<file path="config.mk">
export PLATFORM = sky130hd
export DESIGN_NAME = link_failover_controller_flat
export DESIGN_NICKNAME = d
export VERILOG_FILES = /design/src/sv/lfc_pkg.sv /design/src/sv/lfc_if.sv /design/src/sv/lfc_stats.sv /design/src/sv/lfc_select.sv /design/src/sv/link_failover_controller.sv /design/src/flat_wrapper.sv
export SDC_FILE = /design/constraint.sdc
export NUM_CORES = 1
export LEC_CHECK = 0
export ABC_AREA = 1
export BUFFER_PORTS_ARGS = -buffer_cell sky130_fd_sc_hd__buf_4
export CAP_MARGIN = 20
export CORE_UTILIZATION = 45
export DETAILED_ROUTE_END_ITERATION = 10
export PLACE_DENSITY = 0.74
export SYNTH_ARGS = -nofsm -noshare
export SYNTH_HDL_FRONTEND = slang
export SYNTH_SLANG_ARGS = --single-unit
export TNS_END_PERCENT = 100
</file>
<file path="constraint.sdc">
create_clock -name i_clk -period 11 [get_ports i_clk]
set_clock_uncertainty 0.1 [all_clocks]
set_input_delay 2.2 -clock i_clk [delete_from_list [all_inputs] [get_ports i_clk]]
set_output_delay 2.2 -clock i_clk [all_outputs]
set_load 0.1 [all_outputs]
</file>
<file path="src/sv/lfc_pkg.sv">
// Shared types, codes and constants for the link failover controller.
// No dependencies; every other file refers to this package by scoped name.
`default_nettype none

package lfc_pkg;

    localparam int unsigned CntW = 32;
    localparam int unsigned CfgIdxW = 3;

    // Uptime credited to the active link per status check
    localparam logic [CntW-1:0] CHECK_PERIOD_MS = 32'd1000;

    typedef enum logic [1:0] {
        LINK_NONE  = 2'd0,
        LINK_WIFI  = 2'd1,
        LINK_WIRED = 2'd2
    } t_link;

    typedef enum logic [CfgIdxW-1:0] {
        REG_WIFI_ENABLE     = 3'd0,
        REG_WIRED_ENABLE    = 3'd1,
        REG_PRIMARY_IS_WIFI = 3'd2,
        REG_FAILOVER_ENABLE = 3'd3,
        REG_HEALTH_ENABLE   = 3'd4,
        REG_STABILITY_MS    = 3'd5,
        REG_RETRY_MS        = 3'd6
    } t_reg_idx;

    typedef struct packed {
        logic            wifi_enable;
        logic            wired_enable;
        logic            primary_is_wifi;
        logic            failover_enable;
        logic            health_enable;
        logic [CntW-1:0] stability_ms;
        logic [CntW-1:0] retry_ms;
    } t_cfg;

    typedef struct packed {
        logic [CntW-1:0] now_ms;
        logic            wifi_up;
        logic            wired_up;
        logic            app_healthy;
    } t_check;

    typedef struct packed {
        t_link           active_link;
        logic            on_backup;
        logic [CntW-1:0] failover_total;
        logic [CntW-1:0] last_failover_ms;
    } t_sel_next;

    typedef struct packed {
        logic [CntW-1:0] wifi_up_total;
        logic [CntW-1:0] wifi_down_total;
        logic [CntW-1:0] wired_up_total;
        logic [CntW-1:0] wired_down_total;
        logic [CntW-1:0] wifi_uptime_ms;
        logic [CntW-1:0] wired_uptime_ms;
    } t_stat_next;

    function automatic logic link_up(t_link link, logic wifi_up, logic wired_up);
        logic up;
        unique case (link)
            LINK_WIFI:  up = wifi_up;
            LINK_WIRED: up = wired_up;
            default:    up = 1'b0;
        endcase
        return up;
    endfunction

endpackage

`default_nettype wire

</file>
<file path="src/sv/lfc_if.sv">
// Valid/ready channel interfaces: status check input, result output, register writes.
// Depends on lfc_pkg for widths.
`default_nettype none

interface lfc_check_if;
    logic                      valid;
    logic                      ready;
    logic [lfc_pkg::CntW-1:0]  now_ms;
    logic                      wifi_up;
    logic                      wired_up;
    logic                      app_healthy;

    modport source (output valid, output now_ms, output wifi_up, output wired_up,
                    output app_healthy, input ready);
    modport sink   (input valid, input now_ms, input wifi_up, input wired_up,
                    input app_healthy, output ready);
endinterface

interface lfc_result_if;
    logic                      valid;
    logic                      ready;
    logic [1:0]                active_link;
    logic                      on_backup;
    logic                      switched;
    logic [lfc_pkg::CntW-1:0]  failover_total;
    logic [lfc_pkg::CntW-1:0]  last_failover_ms;
    logic [lfc_pkg::CntW-1:0]  wifi_up_total;
    logic [lfc_pkg::CntW-1:0]  wifi_down_total;
    logic [lfc_pkg::CntW-1:0]  wired_up_total;
    logic [lfc_pkg::CntW-1:0]  wired_down_total;
    logic [lfc_pkg::CntW-1:0]  wifi_uptime_ms;
    logic [lfc_pkg::CntW-1:0]  wired_uptime_ms;

    modport source (output valid, output active_link, output on_backup, output switched,
                    output failover_total, output last_failover_ms, output wifi_up_total,
                    output wifi_down_total, output wired_up_total, output wired_down_total,
                    output wifi_uptime_ms, output wired_uptime_ms, input ready);
    modport sink   (input valid, input active_link, input on_backup, input switched,
                    input failover_total, input last_failover_ms, input wifi_up_total,
                    input wifi_down_total, input wired_up_total, input wired_down_total,
                    input wifi_uptime_ms, input wired_uptime_ms, output ready);
endinterface

interface lfc_cfg_if;
    logic                         valid;
    logic                         ready;
    logic [lfc_pkg::CfgIdxW-1:0]  index;
    logic [lfc_pkg::CntW-1:0]     data;

    modport source (output valid, output index, output data, input ready);
    modport sink   (input valid, input index, input data, output ready);
endinterface

`default_nettype wire

</file>
<file path="src/sv/lfc_stats.sv">
// Per-link edge counters and uptime accumulators.
// Depends on lfc_pkg.
`default_nettype none

module lfc_stats (
    input  wire logic                i_clk,
    input  wire logic                i_rst_n,
    input  wire logic                i_advance,
    input  wire lfc_pkg::t_cfg       i_cfg,
    input  wire lfc_pkg::t_check     i_check,
    input  wire lfc_pkg::t_link      i_active_link,
    output lfc_pkg::t_stat_next      o_next
);

    logic               r_wifi_prev;
    logic               r_wired_prev;
    lfc_pkg::t_stat_next r_stat;
    logic               n_wifi_prev;
    logic               n_wired_prev;
    lfc_pkg::t_stat_next n_stat;

    always_comb begin
        n_stat       = r_stat;
        n_wifi_prev  = r_wifi_prev;
        n_wired_prev = r_wired_prev;

        if (i_cfg.wifi_enable) begin
            n_wifi_prev = i_check.wifi_up;
            if (i_check.wifi_up && !r_wifi_prev) begin
                n_stat.wifi_up_total = r_stat.wifi_up_total + 32'd1;
            end else if (!i_check.wifi_up && r_wifi_prev) begin
                n_stat.wifi_down_total = r_stat.wifi_down_total + 32'd1;
            end
        end
        if (i_cfg.wired_enable) begin
            n_wired_prev = i_check.wired_up;
            if (i_check.wired_up && !r_wired_prev) begin
                n_stat.wired_up_total = r_stat.wired_up_total + 32'd1;
            end else if (!i_check.wired_up && r_wired_prev) begin
                n_stat.wired_down_total = r_stat.wired_down_total + 32'd1;
            end
        end

        // credit the link that was active when the check arrived
        unique case (i_active_link)
            lfc_pkg::LINK_WIFI:
                n_stat.wifi_uptime_ms = r_stat.wifi_uptime_ms + lfc_pkg::CHECK_PERIOD_MS;
            lfc_pkg::LINK_WIRED:
                n_stat.wired_uptime_ms = r_stat.wired_uptime_ms + lfc_pkg::CHECK_PERIOD_MS;
            default: ;
        endcase
    end

    always_ff @(posedge i_clk) begin
        if (!i_rst_n) begin
            r_wifi_prev  <= 1'b0;
            r_wired_prev <= 1'b0;
            r_stat       <= '0;
        end else if (i_advance) begin
            r_wifi_prev  <= n_wifi_prev;
            r_wired_prev <= n_wired_prev;
            r_stat       <= n_stat;
        end
    end

    assign o_next = n_stat;

endmodule

`default_nettype wire

</file>
<file path="src/sv/lfc_select.sv">
// Active link selection: failover, revert hold and retry pacing.
// Depends on lfc_pkg.
`default_nettype none

module lfc_select (
    input  wire logic                i_clk,
    input  wire logic                i_rst_n,
    input  wire logic                i_advance,
    input  wire lfc_pkg::t_cfg       i_cfg,
    input  wire lfc_pkg::t_check     i_check,
    output lfc_pkg::t_link           o_active_link,
    output lfc_pkg::t_sel_next       o_next
);

    lfc_pkg::t_sel_next        r_sel;
    logic                      r_hold_valid;
    logic [lfc_pkg::CntW-1:0]  r_hold_start;
    logic [lfc_pkg::CntW-1:0]  r_last_retry;
    lfc_pkg::t_sel_next        n_sel;
    logic                      n_hold_valid;
    logic [lfc_pkg::CntW-1:0]  n_hold_start;
    logic [lfc_pkg::CntW-1:0]  n_last_retry;

    lfc_pkg::t_link            prim;
    lfc_pkg::t_link            sec;
    logic                      prim_ok;
    logic                      sec_ok;
    logic                      active_lost;
    logic                      health_trip;
    logic                      hold_done;
    logic                      retry_due;

    always_comb begin
        if (i_cfg.primary_is_wifi) begin
            prim = i_cfg.wifi_enable  ? lfc_pkg::LINK_WIFI  : lfc_pkg::LINK_NONE;
            sec  = i_cfg.wired_enable ? lfc_pkg::LINK_WIRED : lfc_pkg::LINK_NONE;
        end else begin
            prim = i_cfg.wired_enable ? lfc_pkg::LINK_WIRED : lfc_pkg::LINK_NONE;
            sec  = i_cfg.wifi_enable  ? lfc_pkg::LINK_WIFI  : lfc_pkg::LINK_NONE;
        end
        prim_ok = lfc_pkg::link_up(prim, i_check.wifi_up, i_check.wired_up);
        sec_ok  = lfc_pkg::link_up(sec, i_check.wifi_up, i_check.wired_up);

        active_lost = (r_sel.active_link != lfc_pkg::LINK_NONE) &&
                      !lfc_pkg::link_up(r_sel.active_link, i_check.wifi_up, i_check.wired_up);
        health_trip = i_cfg.health_enable && (prim != lfc_pkg::LINK_NONE) &&
                      (r_sel.active_link == prim) && !i_check.app_healthy;
        hold_done   = (i_check.now_ms - r_hold_start) >= i_cfg.stability_ms;
        retry_due   = (i_check.now_ms - r_last_retry) >= i_cfg.retry_ms;

        n_sel        = r_sel;
        n_hold_valid = r_hold_valid;
        n_hold_start = r_hold_start;
        n_last_retry = r_last_retry;

        if (i_cfg.failover_enable) begin
            priority if (active_lost) begin
                if (r_sel.active_link == prim && sec_ok) begin
                    n_sel.active_link      = sec;
                    n_sel.on_backup        = 1'b1;
                    n_sel.failover_total   = r_sel.failover_total + 32'd1;
                    n_sel.last_failover_ms = i_check.now_ms;
                end else if (r_sel.active_link == sec && prim_ok) begin
                    n_sel.active_link = prim;
                    n_sel.on_backup   = 1'b0;
                end else begin
                    n_sel.active_link = lfc_pkg::LINK_NONE;
                end
                n_hold_valid = 1'b0;
                n_hold_start = '0;
            end else if (health_trip) begin
                // stay put when the secondary cannot take over
                if (sec_ok) begin
                    n_sel.active_link      = sec;
                    n_sel.on_backup        = 1'b1;
                    n_sel.failover_total   = r_sel.failover_total + 32'd1;
                    n_sel.last_failover_ms = i_check.now_ms;
                    n_hold_valid           = 1'b0;
                    n_hold_start           = '0;
                end
            end else begin
                if (r_sel.on_backup && prim_ok) begin
                    if (!r_hold_valid) begin
                        n_hold_start = i_check.now_ms;
                        n_hold_valid = 1'b1;
                    end else if (hold_done) begin
                        n_sel.active_link = prim;
                        n_sel.on_backup   = 1'b0;
                        n_hold_valid      = 1'b0;
                        n_hold_start      = '0;
                    end
                end else begin
                    n_hold_valid = 1'b0;
                    n_hold_start = '0;
                end

                // a revert never leaves the link at none, so the retry sees the old selection
                if (n_sel.active_link == lfc_pkg::LINK_NONE && retry_due) begin
                    n_last_retry = i_check.now_ms;
                    if (prim_ok) begin
                        n_sel.active_link = prim;
                    end else if (sec_ok) begin
                        n_sel.active_link = sec;
                        n_sel.on_backup   = 1'b1;
                    end
                end
            end
        end
    end

    always_ff @(posedge i_clk) begin
        if (!i_rst_n) begin
            r_sel        <= '{active_link: lfc_pkg::LINK_NONE, on_backup: 1'b0,
                              failover_total: '0, last_failover_ms: '0};
            r_hold_valid <= 1'b0;
            r_hold_start <= '0;
            r_last_retry <= '0;
        end else if (i_advance) begin
            r_sel        <= n_sel;
            r_hold_valid <= n_hold_valid;
            r_hold_start <= n_hold_start;
            r_last_retry <= n_last_retry;
        end
    end

    assign o_active_link = r_sel.active_link;
    assign o_next        = n_sel;

endmodule

`default_nettype wire

</file>
<file path="src/sv/link_failover_controller.sv">
// Link failover controller top level: register file, check register, result register.
// Depends on lfc_pkg, lfc_if, lfc_stats and lfc_select.
// Each accepted check beat passes the check register, then the result register.
// Throughput: one check per cycle while the sink is ready; set by the single
//   evaluation stage between the check register and the result register.
// Reset (i_rst_n low at a clock edge): registers return to their documented
//   defaults, all counters and link state clear, no beat is held.
`default_nettype none

module link_failover_controller (
    input  wire logic     i_clk,
    input  wire logic     i_rst_n,
    lfc_check_if.sink     i_check,
    lfc_cfg_if.sink       i_cfg,
    lfc_result_if.source  o_result
);

    // ------------------------------------------------------------------
    // Configuration registers. The user must write only while the block is idle (the
    // block does not enforce it); writes apply on the next check without ordering logic.
    // ------------------------------------------------------------------
    lfc_pkg::t_cfg r_cfg;

    assign i_cfg.ready = 1'b1;

    always_ff @(posedge i_clk) begin
        if (!i_rst_n) begin
            r_cfg <= '{wifi_enable: 1'b1, wired_enable: 1'b1, primary_is_wifi: 1'b0,
                       failover_enable: 1'b1, health_enable: 1'b1,
                       stability_ms: 32'd30000, retry_ms: 32'd5000};
        end else if (i_cfg.valid) begin
            unique case (lfc_pkg::t_reg_idx'(i_cfg.index))
                lfc_pkg::REG_WIFI_ENABLE:     r_cfg.wifi_enable     <= i_cfg.data[0];
                lfc_pkg::REG_WIRED_ENABLE:    r_cfg.wired_enable    <= i_cfg.data[0];
                lfc_pkg::REG_PRIMARY_IS_WIFI: r_cfg.primary_is_wifi <= i_cfg.data[0];
                lfc_pkg::REG_FAILOVER_ENABLE: r_cfg.failover_enable <= i_cfg.data[0];
                lfc_pkg::REG_HEALTH_ENABLE:   r_cfg.health_enable   <= i_cfg.data[0];
                lfc_pkg::REG_STABILITY_MS:    r_cfg.stability_ms    <= i_cfg.data;
                lfc_pkg::REG_RETRY_MS:        r_cfg.retry_ms        <= i_cfg.data;
                default: ; // drop writes past the register list
            endcase
        end
    end

    // ------------------------------------------------------------------
    // Pipeline handshake. A check sits in the check register until the
    // result register can take its outcome; the state machines advance
    // on that same edge, so checks are evaluated strictly in order.
    // ------------------------------------------------------------------
    logic            r_in_valid;
    lfc_pkg::t_check r_in;
    logic            r_out_valid;
    logic            advance;

    assign advance       = r_in_valid && (!r_out_valid || o_result.ready);
    assign i_check.ready = !r_in_valid || advance;

    always_ff @(posedge i_clk) begin
        if (!i_rst_n) begin
            r_in_valid <= 1'b0;
        end else if (i_check.ready) begin
            r_in_valid <= i_check.valid;
        end
    end

    // payload needs no reset; its valid bit guards it
    always_ff @(posedge i_clk) begin
        if (i_check.valid && i_check.ready) begin
            r_in <= '{now_ms: i_check.now_ms, wifi_up: i_check.wifi_up,
                      wired_up: i_check.wired_up, app_healthy: i_check.app_healthy};
        end
    end

    // ------------------------------------------------------------------
    // Evaluation: link selection and statistics, both from the held check.
    // Uptime is credited to the link active before this check.
    // ------------------------------------------------------------------
    lfc_pkg::t_link      active_now;
    lfc_pkg::t_sel_next  sel_next;
    lfc_pkg::t_stat_next stat_next;

    lfc_select u_select (
        .i_clk         (i_clk),
        .i_rst_n       (i_rst_n),
        .i_advance     (advance),
        .i_cfg         (r_cfg),
        .i_check       (r_in),
        .o_active_link (active_now),
        .o_next        (sel_next)
    );

    lfc_stats u_stats (
        .i_clk         (i_clk),
        .i_rst_n       (i_rst_n),
        .i_advance     (advance),
        .i_cfg         (r_cfg),
        .i_check       (r_in),
        .i_active_link (active_now),
        .o_next        (stat_next)
    );

    // ------------------------------------------------------------------
    // Result register: load on advance, hold while the sink stalls.
    // ------------------------------------------------------------------
    lfc_pkg::t_sel_next  r_res_sel;
    lfc_pkg::t_stat_next r_res_stat;
    logic                r_res_switched;

    always_ff @(posedge i_clk) begin
        if (!i_rst_n) begin
            r_out_valid <= 1'b0;
        end else if (advance) begin
            r_out_valid <= 1'b1;
        end else if (o_result.ready) begin
            r_out_valid <= 1'b0;
        end
    end

    always_ff @(posedge i_clk) begin
        if (advance) begin
            r_res_sel      <= sel_next;
            r_res_stat     <= stat_next;
            r_res_switched <= (sel_next.active_link != active_now);
        end
    end

    assign o_result.valid            = r_out_valid;
    assign o_result.active_link      = r_res_sel.active_link;
    assign o_result.on_backup        = r_res_sel.on_backup;
    assign o_result.switched         = r_res_switched;
    assign o_result.failover_total   = r_res_sel.failover_total;
    assign o_result.last_failover_ms = r_res_sel.last_failover_ms;
    assign o_result.wifi_up_total    = r_res_stat.wifi_up_total;
    assign o_result.wifi_down_total  = r_res_stat.wifi_down_total;
    assign o_result.wired_up_total   = r_res_stat.wired_up_total;
    assign o_result.wired_down_total = r_res_stat.wired_down_total;
    assign o_result.wifi_uptime_ms   = r_res_stat.wifi_uptime_ms;
    assign o_result.wired_uptime_ms  = r_res_stat.wired_uptime_ms;

endmodule

`default_nettype wire
</file>
<file path="src/flat_wrapper.sv">
// flat-port wrapper written by rule: the top's interface ports become plain ports
module link_failover_controller_flat 
  (i_clk, i_rst_n, i_check_valid, i_check_now_ms, i_check_wifi_up, i_check_wired_up, i_check_app_healthy, i_check_ready, i_cfg_valid, i_cfg_index, i_cfg_data, i_cfg_ready, o_result_valid, o_result_active_link, o_result_on_backup, o_result_switched, o_result_failover_total, o_result_last_failover_ms, o_result_wifi_up_total, o_result_wifi_down_total, o_result_wired_up_total, o_result_wired_down_total, o_result_wifi_uptime_ms, o_result_wired_uptime_ms, o_result_ready);
  lfc_check_if i_check_i ();
  lfc_cfg_if i_cfg_i ();
  lfc_result_if o_result_i ();
  input  wire logic i_clk;
  input  wire logic i_rst_n;
  input wire logic [$bits(i_check_i.valid)-1:0] i_check_valid;
  input wire logic [$bits(i_check_i.now_ms)-1:0] i_check_now_ms;
  input wire logic [$bits(i_check_i.wifi_up)-1:0] i_check_wifi_up;
  input wire logic [$bits(i_check_i.wired_up)-1:0] i_check_wired_up;
  input wire logic [$bits(i_check_i.app_healthy)-1:0] i_check_app_healthy;
  output wire logic [$bits(i_check_i.ready)-1:0] i_check_ready;
  input wire logic [$bits(i_cfg_i.valid)-1:0] i_cfg_valid;
  input wire logic [$bits(i_cfg_i.index)-1:0] i_cfg_index;
  input wire logic [$bits(i_cfg_i.data)-1:0] i_cfg_data;
  output wire logic [$bits(i_cfg_i.ready)-1:0] i_cfg_ready;
  output wire logic [$bits(o_result_i.valid)-1:0] o_result_valid;
  output wire logic [$bits(o_result_i.active_link)-1:0] o_result_active_link;
  output wire logic [$bits(o_result_i.on_backup)-1:0] o_result_on_backup;
  output wire logic [$bits(o_result_i.switched)-1:0] o_result_switched;
  output wire logic [$bits(o_result_i.failover_total)-1:0] o_result_failover_total;
  output wire logic [$bits(o_result_i.last_failover_ms)-1:0] o_result_last_failover_ms;
  output wire logic [$bits(o_result_i.wifi_up_total)-1:0] o_result_wifi_up_total;
  output wire logic [$bits(o_result_i.wifi_down_total)-1:0] o_result_wifi_down_total;
  output wire logic [$bits(o_result_i.wired_up_total)-1:0] o_result_wired_up_total;
  output wire logic [$bits(o_result_i.wired_down_total)-1:0] o_result_wired_down_total;
  output wire logic [$bits(o_result_i.wifi_uptime_ms)-1:0] o_result_wifi_uptime_ms;
  output wire logic [$bits(o_result_i.wired_uptime_ms)-1:0] o_result_wired_uptime_ms;
  input wire logic [$bits(o_result_i.ready)-1:0] o_result_ready;
  assign i_check_i.valid = i_check_valid;
  assign i_check_i.now_ms = i_check_now_ms;
  assign i_check_i.wifi_up = i_check_wifi_up;
  assign i_check_i.wired_up = i_check_wired_up;
  assign i_check_i.app_healthy = i_check_app_healthy;
  assign i_check_ready = i_check_i.ready;
  assign i_cfg_i.valid = i_cfg_valid;
  assign i_cfg_i.index = i_cfg_index;
  assign i_cfg_i.data = i_cfg_data;
  assign i_cfg_ready = i_cfg_i.ready;
  assign o_result_valid = o_result_i.valid;
  assign o_result_active_link = o_result_i.active_link;
  assign o_result_on_backup = o_result_i.on_backup;
  assign o_result_switched = o_result_i.switched;
  assign o_result_failover_total = o_result_i.failover_total;
  assign o_result_last_failover_ms = o_result_i.last_failover_ms;
  assign o_result_wifi_up_total = o_result_i.wifi_up_total;
  assign o_result_wifi_down_total = o_result_i.wifi_down_total;
  assign o_result_wired_up_total = o_result_i.wired_up_total;
  assign o_result_wired_down_total = o_result_i.wired_down_total;
  assign o_result_wifi_uptime_ms = o_result_i.wifi_uptime_ms;
  assign o_result_wired_uptime_ms = o_result_i.wired_uptime_ms;
  assign o_result_i.ready = o_result_ready;
  link_failover_controller u_core (.i_clk(i_clk), .i_rst_n(i_rst_n), .i_check(i_check_i), .i_cfg(i_cfg_i), .o_result(o_result_i));
endmodule
</file>
==> qor.txt <==
most common cell after layout, fill and taps aside - inv_1
crit path launch type - flop
RePlAce Congestion - 0.910
most frequent cells in the layout - inv_1 (703), nand2_1 (471), a21oi_1 (454), o21ai_0 (405), dfxtp_1 (390)
worst skew pair latency - 0.62 ns
DIE WIDTH - 278 µm
Pre-antenna DRT Iters - 5
number of global-route vias before repair - 26.3k
highest clock rate - 174 MHz
HPWL after detailed placement - 64.1 mm
initial antenna violation count - 6
crit end category - flop
first-pass GRT wire length - 141 mm
Tot GR Track Use - 22.9%
via count - 28.0k
final core occ - 53.3%
fin nets - 4552
Hold/Removal Path Class - flop to flop
TritonCTS Buffers - 76
critical path's most frequent cell - nand2_1
final hold vios - 0
Arr. time, crit path - 6.10 ns
maximum number of pins on one net before global-route repair - 177
post-synthesis mux area share - 0%
HP Start - u_core.r_cfg[20]
Final min period - 5.74 ns
CTS sink cnt - 680
cts repair resizes - 0
endpoints failing setup - 0
First DRT Iteration DRCs - 1956
sequential area share after synthesis - 48.3%
Async S/R FF share, synth - 0%
unrepaired setup endpoints after global routing - no
initial core utilization - 45.7%
Syn. warnings - 0
Mapped Avg Cell Area - 8.39 µm²
Post-CTS Setup Repair Bufs - 0
top_reg_cell synth - dfxtp_1
library cells used by synthesis - 58
CTS HTree Levels - 3
CP max FO - 39
CP Launch Point - u_core.r_in[3]
crit path max-delay cell type - o21ai_2
Clock Pin Slew Worst Setup and Hold Paths - 0.06 ns
slowest cell delay on critical path - 0.78 ns
layout cells sized above 1 - 12.1%
Non-Filler Instances - 5371
die height - 278 µm
compound-gate portion of the synthesized area - 16.4%
Ports - 338
period utilization - 52.2%
fillers - 6800
critical path type - flop to flop
Pleak - 17.3 nW
PwrDens - 183 nW/µm²
CTS tree - built
Finished Cell Area - 39900 µm²
CTS root buf - clkbuf_16
DRT Wirelength - 90.4 mm
Post-synth EDFFs - 289
hold path cells - 2
number of cell rows - 100
die area - 77000 µm²
slew margin rel. - 27.2%
Layout area overhead - 16.7%
worst reg2reg startpoint - u_core.r_in[3]
via/cell ratio - 5.21
Synth Area in XOR/XNOR - 6.00%
post-synthesis adder-cell area fraction - 5.10%
synthesis-stage register bit count - 680
Synth Area in Simple Gates - 14.2%
total gr overflow - 0
status - complete, no violations
wire per inst - 16.8 µm
core area - 74800 µm²
count of input and output buffers - 330
Post-Synthesis Cells - 4073
CP Data Required Time - 11.35 ns
DR DRC count - 0
Max Cap Violations - 0
hold_buf cts - 0
ANT nets after route - 0
Final Max Slew Viols - 0
Worst Reg-to-Reg Cells - 29
Max VDD drop - 0.143 mV
worst-margin pin slew - 1.09 ns
setup tns final - 0 ns
placed cells - 5229
Area after DPL - 37300 µm²
Mapped Area - 34200 µm²
CTS max path bufs - 3
largest family of logic cells by synthesized area - compound AO/OA/AOI/OAI gates
==> stage by stage <==
step	total power, mW	worst slack, ns	hold slack [ns]
after CTS	7.35	5.36	0.362
after detailed placement	4.81	5.09	0.353
after floorplan	4.39	0.0888	0.333
final	7.30	5.26	0.362
after global placement	4.78	5.17	0.348
after global routing	7.65	4.66	0.372
==> worst paths after layout <==
kind / end / slack (ns)
setup / recovery: u_core.u_select.r_hold_start[12] / 5.26
hold / removal: u_core.r_cfg[20] / 0.36
setup reg to reg: u_core.u_select.r_hold_start[12] / 5.26
hold reg to reg: u_core.r_cfg[20] / 0.36
==> logic make-up after synthesis <==
family / count (synthesis)
buf+inv: 892
other cells: 2
xor+xnor: 234
flops: 680
compound gates: 1034
fa+ha+maj: 138
simple gates: 1093
==> final cells by class <==
type | instances | area, µm² | area share, %
sequential | 680 | 16500 | 41.4
multi-input combinational | 2506 | 14300 | 35.8
inverter | 728 | 2750 | 6.89
timing repair buffer | 347 | 2630 | 6.59
clock buffer | 112 | 2260 | 5.68
tap | 969 | 1210 | 3.04
clock inverter | 28 | 234 | 0.587
antenna | 1 | 2.50 | 0.00628
==> where the power goes <==
part	switching (mW)	total, mW	leakage, nW	internal, mW
combinational	1.30	1.81	10.1	0.513
sequential	0.123	2.97	5.99	2.84
clock	1.04	2.52	1.22	1.48
==> cell usage after synthesis (all sizes together), types with 20 or more instances <==
library cell,count,area [µm²]
inv,727,2730
nand2,478,1810
a21oi,455,2290
o21ai,423,2120
dfxtp,391,7830
edfxtp,289,8680
nor2,288,1190
xor2,214,1870
nand3,149,751
ha,136,1700
clkbuf,121,454
nor3,83,457
o211ai,60,450
nand4,46,294
buf,43,230
nor4,41,269
a211oi,26,195
xnor2,20,175
==> routing by layer <==
layer,vias to the layer above,GRT usage (%),share of wire [%]
met2,765,39.7,49
met4,8,7.38,2.5
met5,-,0,0.051
met3,148,3.98,6.1
li1,14000,-,-
met1,13000,28.7,43
==> state kept, by name, indices dropped and copies added (netlist names), 2 cells and up <==
name / flops
u_core.u_stats.r_stat: 186
u_core.r_cfg: 69
u_core.u_select.r_sel: 65
u_core.r_in: 35
u_core.o_result.failover_total: 32
u_core.o_result.last_failover_ms: 32
u_core.o_result.wifi_down_total: 32
u_core.o_result.wifi_up_total: 32
u_core.o_result.wired_down_total: 32
u_core.o_result.wired_up_total: 32
u_core.u_select.r_hold_start: 32
u_core.u_select.r_last_retry: 32
u_core.o_result.wifi_uptime_ms: 29
u_core.o_result.wired_uptime_ms: 29
u_core.o_result.active_link: 2
u_core.u_select.o_active_link: 2
==> worst max-delay path, delay by kind of cell, from the launching register on <==
kind	cells	cell delay, ns
adder cells (fa/ha/maj)	3	0.83
buffers and inverters	4	0.74
AND/OR/NAND/NOR	13	1.29
AO/OA/AOI/OAI	9	2.24
flip-flops	1	0.38
No activity file was read; power rests on OpenSTA's default activity.
